==> config.mk <==
export PLATFORM = sky130hd
export DESIGN_NAME = ezq_cell
export DESIGN_NICKNAME = d
export VERILOG_FILES = /design/src/hw/rtl/ezq_pkg.sv /design/src/hw/rtl/ezq_cell.sv
export SDC_FILE = /design/constraint.sdc
export NUM_CORES = 1
export LEC_CHECK = 0
export ABC_AREA = 0
export BUFFER_PORTS_ARGS = -buffer_cell sky130_fd_sc_hd__buf_2
export CORE_AREA = 2 2 313 315
export CTS_CLUSTER_DIAMETER = 120
export DETAILED_ROUTE_END_ITERATION = 8
export DIE_AREA = 0 0 315 317
export PLACE_DENSITY = 0.61
export SLEW_MARGIN = 20
export SYNTH_ARGS = -nofsm -noshare
export SYNTH_HDL_FRONTEND = slang
export SYNTH_SLANG_ARGS = --single-unit
==> constraint.sdc <==
create_clock -name clk -period 38.8 [get_ports clk]
set_input_delay 7.76 -clock clk [delete_from_list [all_inputs] [get_ports clk]]
set_output_delay 7.76 -clock clk [all_outputs]
set_load 0.01 [all_outputs]
==> src/hw/rtl/ezq_pkg.sv <==
// Shared types and constants for the Euler-to-quaternion pipeline.
`timescale 1ns / 1ps
package ezq_pkg;

  // Half-angle constants in Q30
  localparam logic signed [33:0] Q30_PI      = 34'sd3373259426;
  localparam logic signed [33:0] Q30_HALF_PI = 34'sd1686629713;
  localparam logic signed [32:0] Q30_GAIN    = 33'sd652032874;

  // Rotation state of one angle inside the CORDIC chain
  typedef struct packed {
    logic signed [32:0] x;
    logic signed [32:0] y;
    logic signed [33:0] z;
    logic               neg;
  } ezq_rot_t;

  // Word moving down the chain: position words plus roll, pitch, yaw state
  typedef struct packed {
    logic [2:0][31:0] pos;
    ezq_rot_t [2:0]   rot;
  } ezq_pipe_t;

  // Q30 arctangent of 2^-i
  function automatic logic signed [33:0] ezq_atan(input int unsigned i);
    logic signed [33:0] r;
    case (i)
      0:       r = 34'sd843314856;
      1:       r = 34'sd497837829;
      2:       r = 34'sd263043836;
      3:       r = 34'sd133525158;
      4:       r = 34'sd67021686;
      5:       r = 34'sd33543515;
      6:       r = 34'sd16775850;
      7:       r = 34'sd8388437;
      8:       r = 34'sd4194282;
      9:       r = 34'sd2097149;
      default: r = (i <= 30) ? (34'sd1 <<< (30 - i)) : 34'sd0;
    endcase
    return r;
  endfunction

endpackage

==> src/hw/rtl/ezq_cell.sv <==
// One CORDIC rotation stage for the three angles, with its own word register.
`timescale 1ns / 1ps
module ezq_cell
  import ezq_pkg::*;
#(
  parameter int unsigned STAGE = 0
) (
  input  logic      clk,
  input  logic      rst_n,
  input  logic      up_valid,
  output logic      up_ready,
  input  ezq_pipe_t up_data,
  output logic      dn_valid,
  input  logic      dn_ready,
  output ezq_pipe_t dn_data
);

  localparam logic signed [33:0] ATAN = ezq_atan(STAGE);

  logic      valid_r;
  ezq_pipe_t data_r, data_nxt;

  // Take a new word when empty or when the neighbor takes ours
  assign up_ready = !valid_r || dn_ready;

  // Rotate toward zero residual angle
  always_comb begin
    data_nxt = up_data;
    for (int k = 0; k < 3; k++) begin
      if (!up_data.rot[k].z[33]) begin
        data_nxt.rot[k].x = up_data.rot[k].x - (up_data.rot[k].y >>> STAGE);
        data_nxt.rot[k].y = up_data.rot[k].y + (up_data.rot[k].x >>> STAGE);
        data_nxt.rot[k].z = up_data.rot[k].z - ATAN;
      end else begin
        data_nxt.rot[k].x = up_data.rot[k].x + (up_data.rot[k].y >>> STAGE);
        data_nxt.rot[k].y = up_data.rot[k].y - (up_data.rot[k].x >>> STAGE);
        data_nxt.rot[k].z = up_data.rot[k].z + ATAN;
      end
    end
  end

  always_ff @(posedge clk) begin
    if (!rst_n) begin
      valid_r <= 1'b0;
    end else if (up_ready) begin
      valid_r <= up_valid;
    end
  end

  always_ff @(posedge clk) begin
    if (up_ready && up_valid) begin
      data_r <= data_nxt;
    end
  end

  assign dn_valid = valid_r;
  assign dn_data  = data_r;

endmodule

==> results of run 1 <==
[flip-flops by register name, indices dropped and copies added, names as in the netlist]
register	count
dn_data	396
dn_valid	1
[worst max-delay path, cell delays in order]
cell and delay [ps]:
buf_2 90, nand2b_1 240, buf_2 210
[logic make-up after synthesis]
group / synth area share (%)
mux: 1.31
buf+inv: 5.56
fa+ha+maj: 15.3
flops: 36.9
xor+xnor: 7.38
compound gates: 21.9
simple gates: 11.6
[per-layer routing]
layer	vias to the layer above	track usage, %	routed length (um)
met5	-	0	202
met3	206	4.88	9550
met1	14000	29.6	50700
met2	1212	36.5	55100
met4	32	7.42	3760
li1	13900	-	-
[through the flow]
| step | power, mW | util (%) | hold WS (ps) | setup slack (ps) |
|---|---|---|---|---|
| after global placement | 1.05 | 38.9 | 747 | 22730 |
| final | 1.53 | 40.6 | 759 | 22730 |
| after floorplan | 0.875 | - | 610 | 21040 |
| after global routing | 1.60 | 40.6 | 771 | 22720 |
| after detailed placement | 1.05 | 38.9 | 711 | 22760 |
| after CTS | 1.54 | 40.6 | 723 | 22750 |
[path summary, 6_finish.rpt]
kind                         start                     end  slack (ps)
min          dn_valid$_SDFFE_PN0N_   dn_valid$_SDFFE_PN0N_         760
max reg2reg  dn_valid$_SDFFE_PN0N_  dn_data[291]$_DFFE_PP_       35340
max                       dn_ready                up_ready       22730
min reg2reg  dn_valid$_SDFFE_PN0N_   dn_valid$_SDFFE_PN0N_         760
[layout make-up]
cell class | instances | area (um2) | area share (%)
repair buffers | 814 | 4120 | 10.5
well taps | 1276 | 1600 | 4.08
multi-input cells | 2575 | 18600 | 47.4
diodes | 23 | 57.6 | 0.147
clock buffers | 62 | 1300 | 3.31
clock inverters | 31 | 357 | 0.911
flip-flops and latches | 397 | 11900 | 30.4
inverters | 328 | 1230 | 3.15
[layout by cell type, fill, tap and decap left out, drive strengths merged, types with 14 or more instances in the layout]
cell type and instances:
inv 327, xnor2 222, buf 814, a221oi 14, a211oi 35, or3 19, nand3 56, xor2 50
ha 375, o211ai 24, a21o 105, nor3 60, nor2b 50, o21bai 70, and3 19, mux2i 41
nor4 17, nand2 155, clkinv 21, a21oi 380, o21ai 217, clkbuf 62, nand2b 47, diode 23
a31oi 33, nor2 275, o31ai 28, nand4 34, edfxtp 396, o21a 27
[report_power, final]
part	total [mW]	internal (mW)	switching, mW	leakage (nW)
Combinational	0.482	0.182	0.300	12.8
Clock	0.481	0.279	0.202	0.790
Sequential	0.563	0.544	0.0192	3.84
==> out/summary.txt, run 1 <==
===============================================================================================
Nature of the critical path startpoint                                                input pin
Number of buffers created by CTS                                                             50
Clock input transition at the sequential cells of the worst setup and hold paths          60 ps
Relative slew margins                                                                     26.3%
Number of primary I/O pins                                                                  804
Register area share after synthesis                                                       36.9%
Worst hold path depth                                                                         2
Transition time at the pin with the least slew margin                                   1110 ps
TritonCTS Sinks                                                                             397
Die extent in x                                                                          315 um
CTS tree                                                                                  built
CTS root buffer                                                                       clkbuf_16
Depth of the worst register-to-register path                                                  4
Core area                                                                             96300 um2
Maximum clock frequency                                                              0.0622 GHz
Leading post-synthesis cells by cell area                                          edfxtp_1, ha_1, xnor2_1
Setup TNS                                                                                  0 ps
Pleak                                                                                   17.5 nW
Seq cells post-synth                                                                        397
Worst-path maximum fanout                                                                     3
Final-stage net count                                                                      4956
Number of max-capacitance violations reported                                                 0
Setup Fix Bufs, Post-CTS                                                                      0
Final-report hold violation count                                                             0
Vias in the first global route                                                            27500
Mean post-synth cell area                                                              9.39 um2
Arr. time, crit path                                                                    8310 ps
Hold_buf cts                                                                                  0
Maximum clock skew at final layout                                                      30.8 ps
Vias/cell                                                                                  5.34
Height of the die                                                                        317 um
Final worst path period share                                                             41.4%
Area of the die                                                                       99900 um2
Quantity of gates resized following cts                                                       0
Max-slew violation count                                                                      0
Area share of the leading cell type in the synthesized netlist                            36.9%
Final Instance Count excl. Fillers                                                         5506
Number of buffers on the longest clock path                                                   3
Nets in the synthesized netlist                                                            4228
Ys Warns                                                                                      0
Async set-reset flop share out of synthesis                                                  0%
Count of H-tree levels built during CTS                                                       2
Detailed Routing Iterations Pass 1                                                            8
Largest net degree at the start of global routing                                           148
Layout cells sized above 1                                                                22.4%
Setup repair after global routing missed its margin                                          no
Global placement routability congestion                                                   0.934
Number of buffer cells added on primary ports                                               803
Most used standard cell by instance count after synthesis                              edfxtp_1
Top FF cell, synth                                                                     edfxtp_1
Antenna violations before repair                                                             50
Power density over cell area                                                        39.0 nW/um2
Critical path class                                                                   in -> out
DP HPWL                                                                                95800 um
Filler Cells Inserted                                                                      9679
Vias                                                                                      29400
Overall Global Routing Usage                                                              22.5%
Average wire length per cell after detail routing                                       21.7 um
Post-Synthesis Cells                                                                       3438
Cells after DPL                                                                            5390
Required arrival time at the worst endpoint                                            31040 ps
Class of the worst hold path                                                         reg -> reg
Post-synth design cell area                                                           32300 um2
Area post-placement                                                                   37400 um2
Number of enable flip-flop cells after synthesis                                            396
Clock latency reported for the late side of the worst-skew pair                          640 ps
Detailed Route Iter0 Violations                                                            2519
Standard-cell rows                                                                          114
Yosys top cell by area                                                                 edfxtp_1
Leading post-synthesis cells by instance count                                     edfxtp_1, a21oi_1, ha_1
Run status                                                                            completed
GRT overflow                                                                                  0
Maximum vdd ir drop                                                                     32.6 uV
# setup viols final                                                                           0
Routed wire length                                                                    119000 um
Layout overhead on the synthesized area                                                   21.3%
Post-route cell area                                                                  39100 um2
Number of nets with antenna violations after routing                                          0
Final min period                                                                       16070 ps
Sort of element at the end of the critical path                                    primary output
Number of design rule violations left after detail routing                                    0
Starting Density                                                                          33.5%
Unique masters post-synth                                                                    92
First-pass GRT wire length                                                            171000 um
===============================================================================================
No activity file was read; power rests on OpenSTA's default activity.
==> run 2, diff against run 1 <==
Settings changed: PLACE_DENSITY 0.61 to 0.63.
Clock period 38.8 ns to 13.5 ns, I/O delays scaled along.
==> out/summary.txt, run 2 (synthesized netlist as in run 1, its figures left out) <==
===============================================================================================
Run status                                                                            completed
Cells after DPL                                                                            5390
Transition time at the pin with the least slew margin                                   1080 ps
Number of design rule violations left after detail routing                                    0
Layout cells sized above 1                                                                22.5%
Detailed Routing Iterations Pass 1                                                            6
Final worst path period share                                                             44.6%
Critical path class                                                                   in -> reg
Number of max-capacitance violations reported                                                 0
Class of the worst hold path                                                         reg -> reg
Pleak                                                                                   17.6 nW
Vias                                                                                      29100
GRT overflow                                                                                  0
Setup TNS                                                                                  0 ps
Global placement routability congestion                                                   0.970
Post-Place Setup Slack                                                                  6830 ps
Setup Fix Bufs, Post-CTS                                                                      0
Share of total power in the clock network                                                 32.7%
Power density over cell area                                                         114 nW/um2
Number of primary I/O pins                                                                  804
Psw                                                                                     1.48 mW
Maximum vdd ir drop                                                                      114 uV
Clock latency reported for the late side of the worst-skew pair                          620 ps
Largest net degree at the start of global routing                                           146
Detailed Route Iter0 Violations                                                            2838
Layout overhead on the synthesized area                                                   21.6%
Antenna violations before repair                                                             36
Maximum clock skew at final layout                                                      39.4 ps
Worst-path maximum fanout                                                                    36
Worst path setup slack after routing                                                    7480 ps
First-pass GRT wire length                                                            170000 um
Area of the die                                                                       99900 um2
# setup viols final                                                                           0
Number of buffer cells added on primary ports                                               803
Setup repair after global routing missed its margin                                          no
Final-report hold violation count                                                             0
CP Cell Sequence                                                                   buf_2 -> buf_4 -> inv_2 -> buf_4 -> ha_1 -> a21o_1 -> a21o_1 -> nand2b_1 -> o221a_2 -> a311o_1 -> o31a_1 -> a21o_1 -> a21oi_1 -> xnor2_1
Quantity of gates resized following cts                                                       0
Most common library cell in the layout ignoring fill and taps                             buf_2
Post-layout total power                                                                 4.47 mW
Top delay family on crit path                                                      compound AO/OA/AOI/OAI gates
Height of the die                                                                        317 um
Core area                                                                             96300 um2
Critical Path Max Stage Delay                                                            520 ps
Relative slew margins                                                                     27.8%
Number of buffers on the longest clock path                                                   3
Flip-flop count of the largest register, all copies and words added                         396
Crit path max-delay cell type                                                             inv_2
Sequential group share of total power                                                     36.2%
Number of nets with antenna violations after routing                                          0
Number of buffers created by CTS                                                             48
TritonCTS Sinks                                                                             397
Arr. time, crit path                                                                    6390 ps
Clock input transition at the sequential cells of the worst setup and hold paths          60 ps
Standard-cell rows                                                                          114
Highest-count cells in the layout ignoring fill and taps                           buf_2, edfxtp_1, a21oi_1
Most used cell along the critical path                                                   a21o_1
Power Internal                                                                          2.99 mW
Combinational cell fraction of total power                                                31.1%
Nature of the critical path startpoint                                                input pin
Final Instance Count excl. Fillers                                                         5499
Hold_buf cts                                                                                  0
Launching point of the worst reg2reg path                                          dn_valid$_SDFFE_PN0N_
Final min period                                                                        6020 ps
CTS tree                                                                                  built
Die extent in x                                                                          315 um
Overall Global Routing Usage                                                              22.2%
Smallest hold slack                                                                      585 ps
CTS root buffer                                                                       clkbuf_16
Final-stage net count                                                                      4954
Starting Density                                                                          33.5%
Vias in the first global route                                                            27700
Fraction of power spent switching nets                                                    33.1%
Required arrival time at the worst endpoint                                            13870 ps
Buffering stage count on the worst path with inverters included                               4
Maximum clock frequency                                                               0.166 GHz
Max-slew violation count                                                                      0
Sort of element at the end of the critical path                                        register
HP Start                                                                           dn_valid$_SDFFE_PN0N_
Critical path launch point                                                         up_data[135]
Routed wire length                                                                    117000 um
Count of H-tree levels built during CTS                                                       2
DP HPWL                                                                                94900 um
Average wire length per cell after detail routing                                       21.3 um
Vias/cell                                                                                  5.30
===============================================================================================
==> run 2: changes by cell type in the layout (fill, tap and decap cells not counted) <==
cell,change
clkinv_4,-1
inv_2,-1
clkbuf_1,-4
bufinv_16,+5
diode_2,-4
inv_6,-4
clkinv_1,-1
clkinv_2,+5
clkbuf_8,+2
clkinvlp_4,-4
==> run 2: routing by layer <==
metal  part of all wire [%]  GRT usage [%]  routed length [um]  up-vias
met4                    3.1           7.95                3680       22
met5                   0.11              0                 127        -
met3                    8.5           4.66                9900      169
met1                     42           29.4               49200    13800
li1                       -              -                   -    13900
met2                     46           35.7               54100     1259
==> run 2: power groups by stage <==
| stage | Sequential [mW] | Combinational, mW | Clock [mW] |
|---|---|---|---|
| CTS | 1.62 | 1.38 | 1.50 |
| detailed placement | 1.64 | 1.37 | 0 |
| global placement | 1.64 | 1.37 | 0 |
| global route | 1.63 | 1.51 | 1.54 |
| floorplan | 1.73 | 0.791 | 0 |
| finish | 1.62 | 1.39 | 1.46 |
==> run 2: area by class of cell <==
class | instances | area [um2]
fill | 9660 | 57100
multi-input combinational | 2575 | 18600
sequential | 397 | 11900
timing repair buffer | 814 | 4120
tap | 1276 | 1600
clock buffer | 60 | 1310
inverter | 328 | 1230
clock inverter | 30 | 450
antenna | 19 | 47.5
==> run 2: through the flow <==
stage | util, % | area [um2]
after global routing | 40.7 | 39200
after CTS | 40.7 | 39200
after detailed placement | 38.9 | 37400
final | 40.7 | 39200
after global placement | 38.9 | 37400
after floorplan | - | 32300
==> run 2: final timing paths <==
check | endpoint | slack, ps | cells after the start
max | dn_data[129]$_DFFE_PP_ | 7480 | 14
min | dn_valid$_SDFFE_PN0N_ | 590 | 2
max reg2reg | dn_data[189]$_DFFE_PP_ | 10250 | 4
min reg2reg | dn_valid$_SDFFE_PN0N_ | 590 | 2
==> run 2: worst reg2reg max path, delay by kind of cell (launching register included) <==
kind,cells,cell delay (ps)
buffers and inverters,2,1750
flip-flops,1,310
AND/OR/NAND/NOR,2,780
==> run 3, diff against run 2 <==
Settings changed: PLACE_DENSITY 0.63 to 0.61.
Clock period 13.5 ns to 5.6 ns, I/O delays scaled along.
==> out/summary.txt, run 3 (synthesized netlist as in run 1, its figures left out) <==
===============================================================================================
Vias                                                                                      29500
Critical Path Max Stage Delay                                                            600 ps
Overall Global Routing Usage                                                              22.9%
Number of buffer cells added on primary ports                                               803
TritonCTS Sinks                                                                             397
Clock input transition at the sequential cells of the worst setup and hold paths          60 ps
Most common library cell in the layout ignoring fill and taps                             buf_2
Pleak                                                                                   17.6 nW
Standard-cell rows                                                                          114
Maximum clock skew at final layout                                                      22.8 ps
Setup TNS                                                                                  0 ps
Layout overhead on the synthesized area                                                   21.5%
Number of max-capacitance violations reported                                                 0
Class of the worst hold path                                                          in -> reg
Crit path max-delay cell type                                                           o41ai_2
Transition time at the pin with the least slew margin                                    925 ps
Critical path class                                                                   in -> reg
Register area                                                                         11900 um2
Sort of element at the end of the critical path                                        register
Multi-input gate area in the final layout                                             18600 um2
Setup Fix Bufs, Post-CTS                                                                      0
Count of H-tree levels built during CTS                                                       2
Run status                                                                            completed
Antenna violations before repair                                                             39
Nature of the critical path startpoint                                                input pin
Flip-flop count of the largest register, all copies and words added                         396
Vias/cell                                                                                  5.37
Final worst path period share                                                             76.1%
Maximum clock frequency                                                               0.235 GHz
Clock latency reported for the late side of the worst-skew pair                          630 ps
Required arrival time at the worst endpoint                                             5980 ps
# setup viols final                                                                           0
Core area                                                                             96300 um2
GRT overflow                                                                                  0
Max-slew violation count                                                                      0
Setup repair after global routing missed its margin                                          no
Number of nets with antenna violations after routing                                          0
CP Cell Sequence                                                                   buf_2 -> inv_1 -> ha_1 -> nor2b_1 -> o221ai_1 -> a21oi_1 -> a41oi_1 -> o41ai_2 -> nand3_1 -> a211oi_1 -> nand2b_1 -> o21ai_0 -> xnor2_1
Filler Cells Inserted                                                                      9700
Detailed Routing Iterations Pass 1                                                            8
Vias in the first global route                                                            28000
Final-report hold violation count                                                             0
Buffering stage count on the worst path with inverters included                               2
Detailed Route Iter0 Violations                                                            2612
Routed wire length                                                                    120000 um
CTS tree                                                                                  built
DP HPWL                                                                                97500 um
Number of design rule violations left after detail routing                                    0
Post-layout total power                                                                 10.5 mW
Die extent in x                                                                          315 um
Worst-path maximum fanout                                                                    10
Average wire length per cell after detail routing                                       21.9 um
Number of buffers created by CTS                                                             50
Height of the die                                                                        317 um
Largest net degree at the start of global routing                                            87
Power density over cell area                                                         268 nW/um2
Hold_buf cts                                                                                  0
Starting Density                                                                          33.5%
Final-stage net count                                                                      4971
Maximum vdd ir drop                                                                      211 uV
Number of buffers on the longest clock path                                                   3
Relative slew margins                                                                     36.7%
Global placement routability congestion                                                   0.954
Arr. time, crit path                                                                    4640 ps
Number of primary I/O pins                                                                  804
Layout cells sized above 1                                                                22.8%
First-pass GRT wire length                                                            175000 um
Top delay family on crit path                                                      compound AO/OA/AOI/OAI gates
Area of the die                                                                       99900 um2
Highest-count cells in the layout ignoring fill and taps                           buf_2, edfxtp_1, a21oi_1
CTS root buffer                                                                       clkbuf_16
Final min period                                                                        4260 ps
Quantity of gates resized following cts                                                       0
===============================================================================================
## run 3: cell types whose count changed in the layout (fill, tap and decap cells not counted), moves of 2 or more
cell and delta:
buf_4 +13, diode_2 -9, bufinv_16 -7, clkinv_4 +7, clkinv_2 -4, buf_12 +3
clkinv_1 +3, clkinvlp_4 +3, clkbuf_1 -2, clkbuf_8 -2
## run 3: cell type report
cell class              count  share of cell area, %
clock buffers              56                   3.25
clock inverters            35                  0.877
well taps                1276                   4.07
diodes                     10                 0.0638
repair buffers            829                   10.9
multi-input cells        2575                   47.3
inverters                 328                   3.14
flip-flops and latches    397                   30.4
## run 3: worst paths after layout
path,end,startpoint,depth (start not counted),slack [ps]
setup / recovery,dn_data[162]$_DFFE_PP_,up_data[138],13,1340
setup reg to reg,dn_data[282]$_DFFE_PP_,dn_valid$_SDFFE_PN0N_,3,3350
hold / removal,dn_data[384]$_DFFE_PP_,up_data[384],1,660
hold reg to reg,dn_valid$_SDFFE_PN0N_,dn_valid$_SDFFE_PN0N_,2,720
## run 3: metal layers
| metal | part of all wire (%) | GRT usage [%] | routed length (um) | up-vias |
|---|---|---|---|---|
| li1 | - | - | - | 13900 |
| met1 | 42 | 30.0 | 50700 | 14100 |
| met2 | 47 | 37.5 | 56100 | 1330 |
| met3 | 8.5 | 5.26 | 10300 | 185 |
| met4 | 2.7 | 6.81 | 3270 | 30 |
| met5 | 0.16 | 0 | 187 | - |
## run 3: through the flow
step	cell area [um2]	setup slack (ps)	util (%)	std cells	hold WS, ps
after floorplan	32300	973	-	3438	618
after global placement	37600	923	39.0	5405	704
after detailed placement	37600	807	39.0	5405	716
after CTS	39200	1510	40.7	5496	591
after global routing	39200	1260	40.7	5503	619
final	39200	1340	40.7	5506	660
## run 3: power breakdown
part,switching (mW),internal (mW),leakage (nW)
clock,1.40,1.84,0.779
sequential,0.137,3.76,3.84
combinational,2.11,1.28,12.9
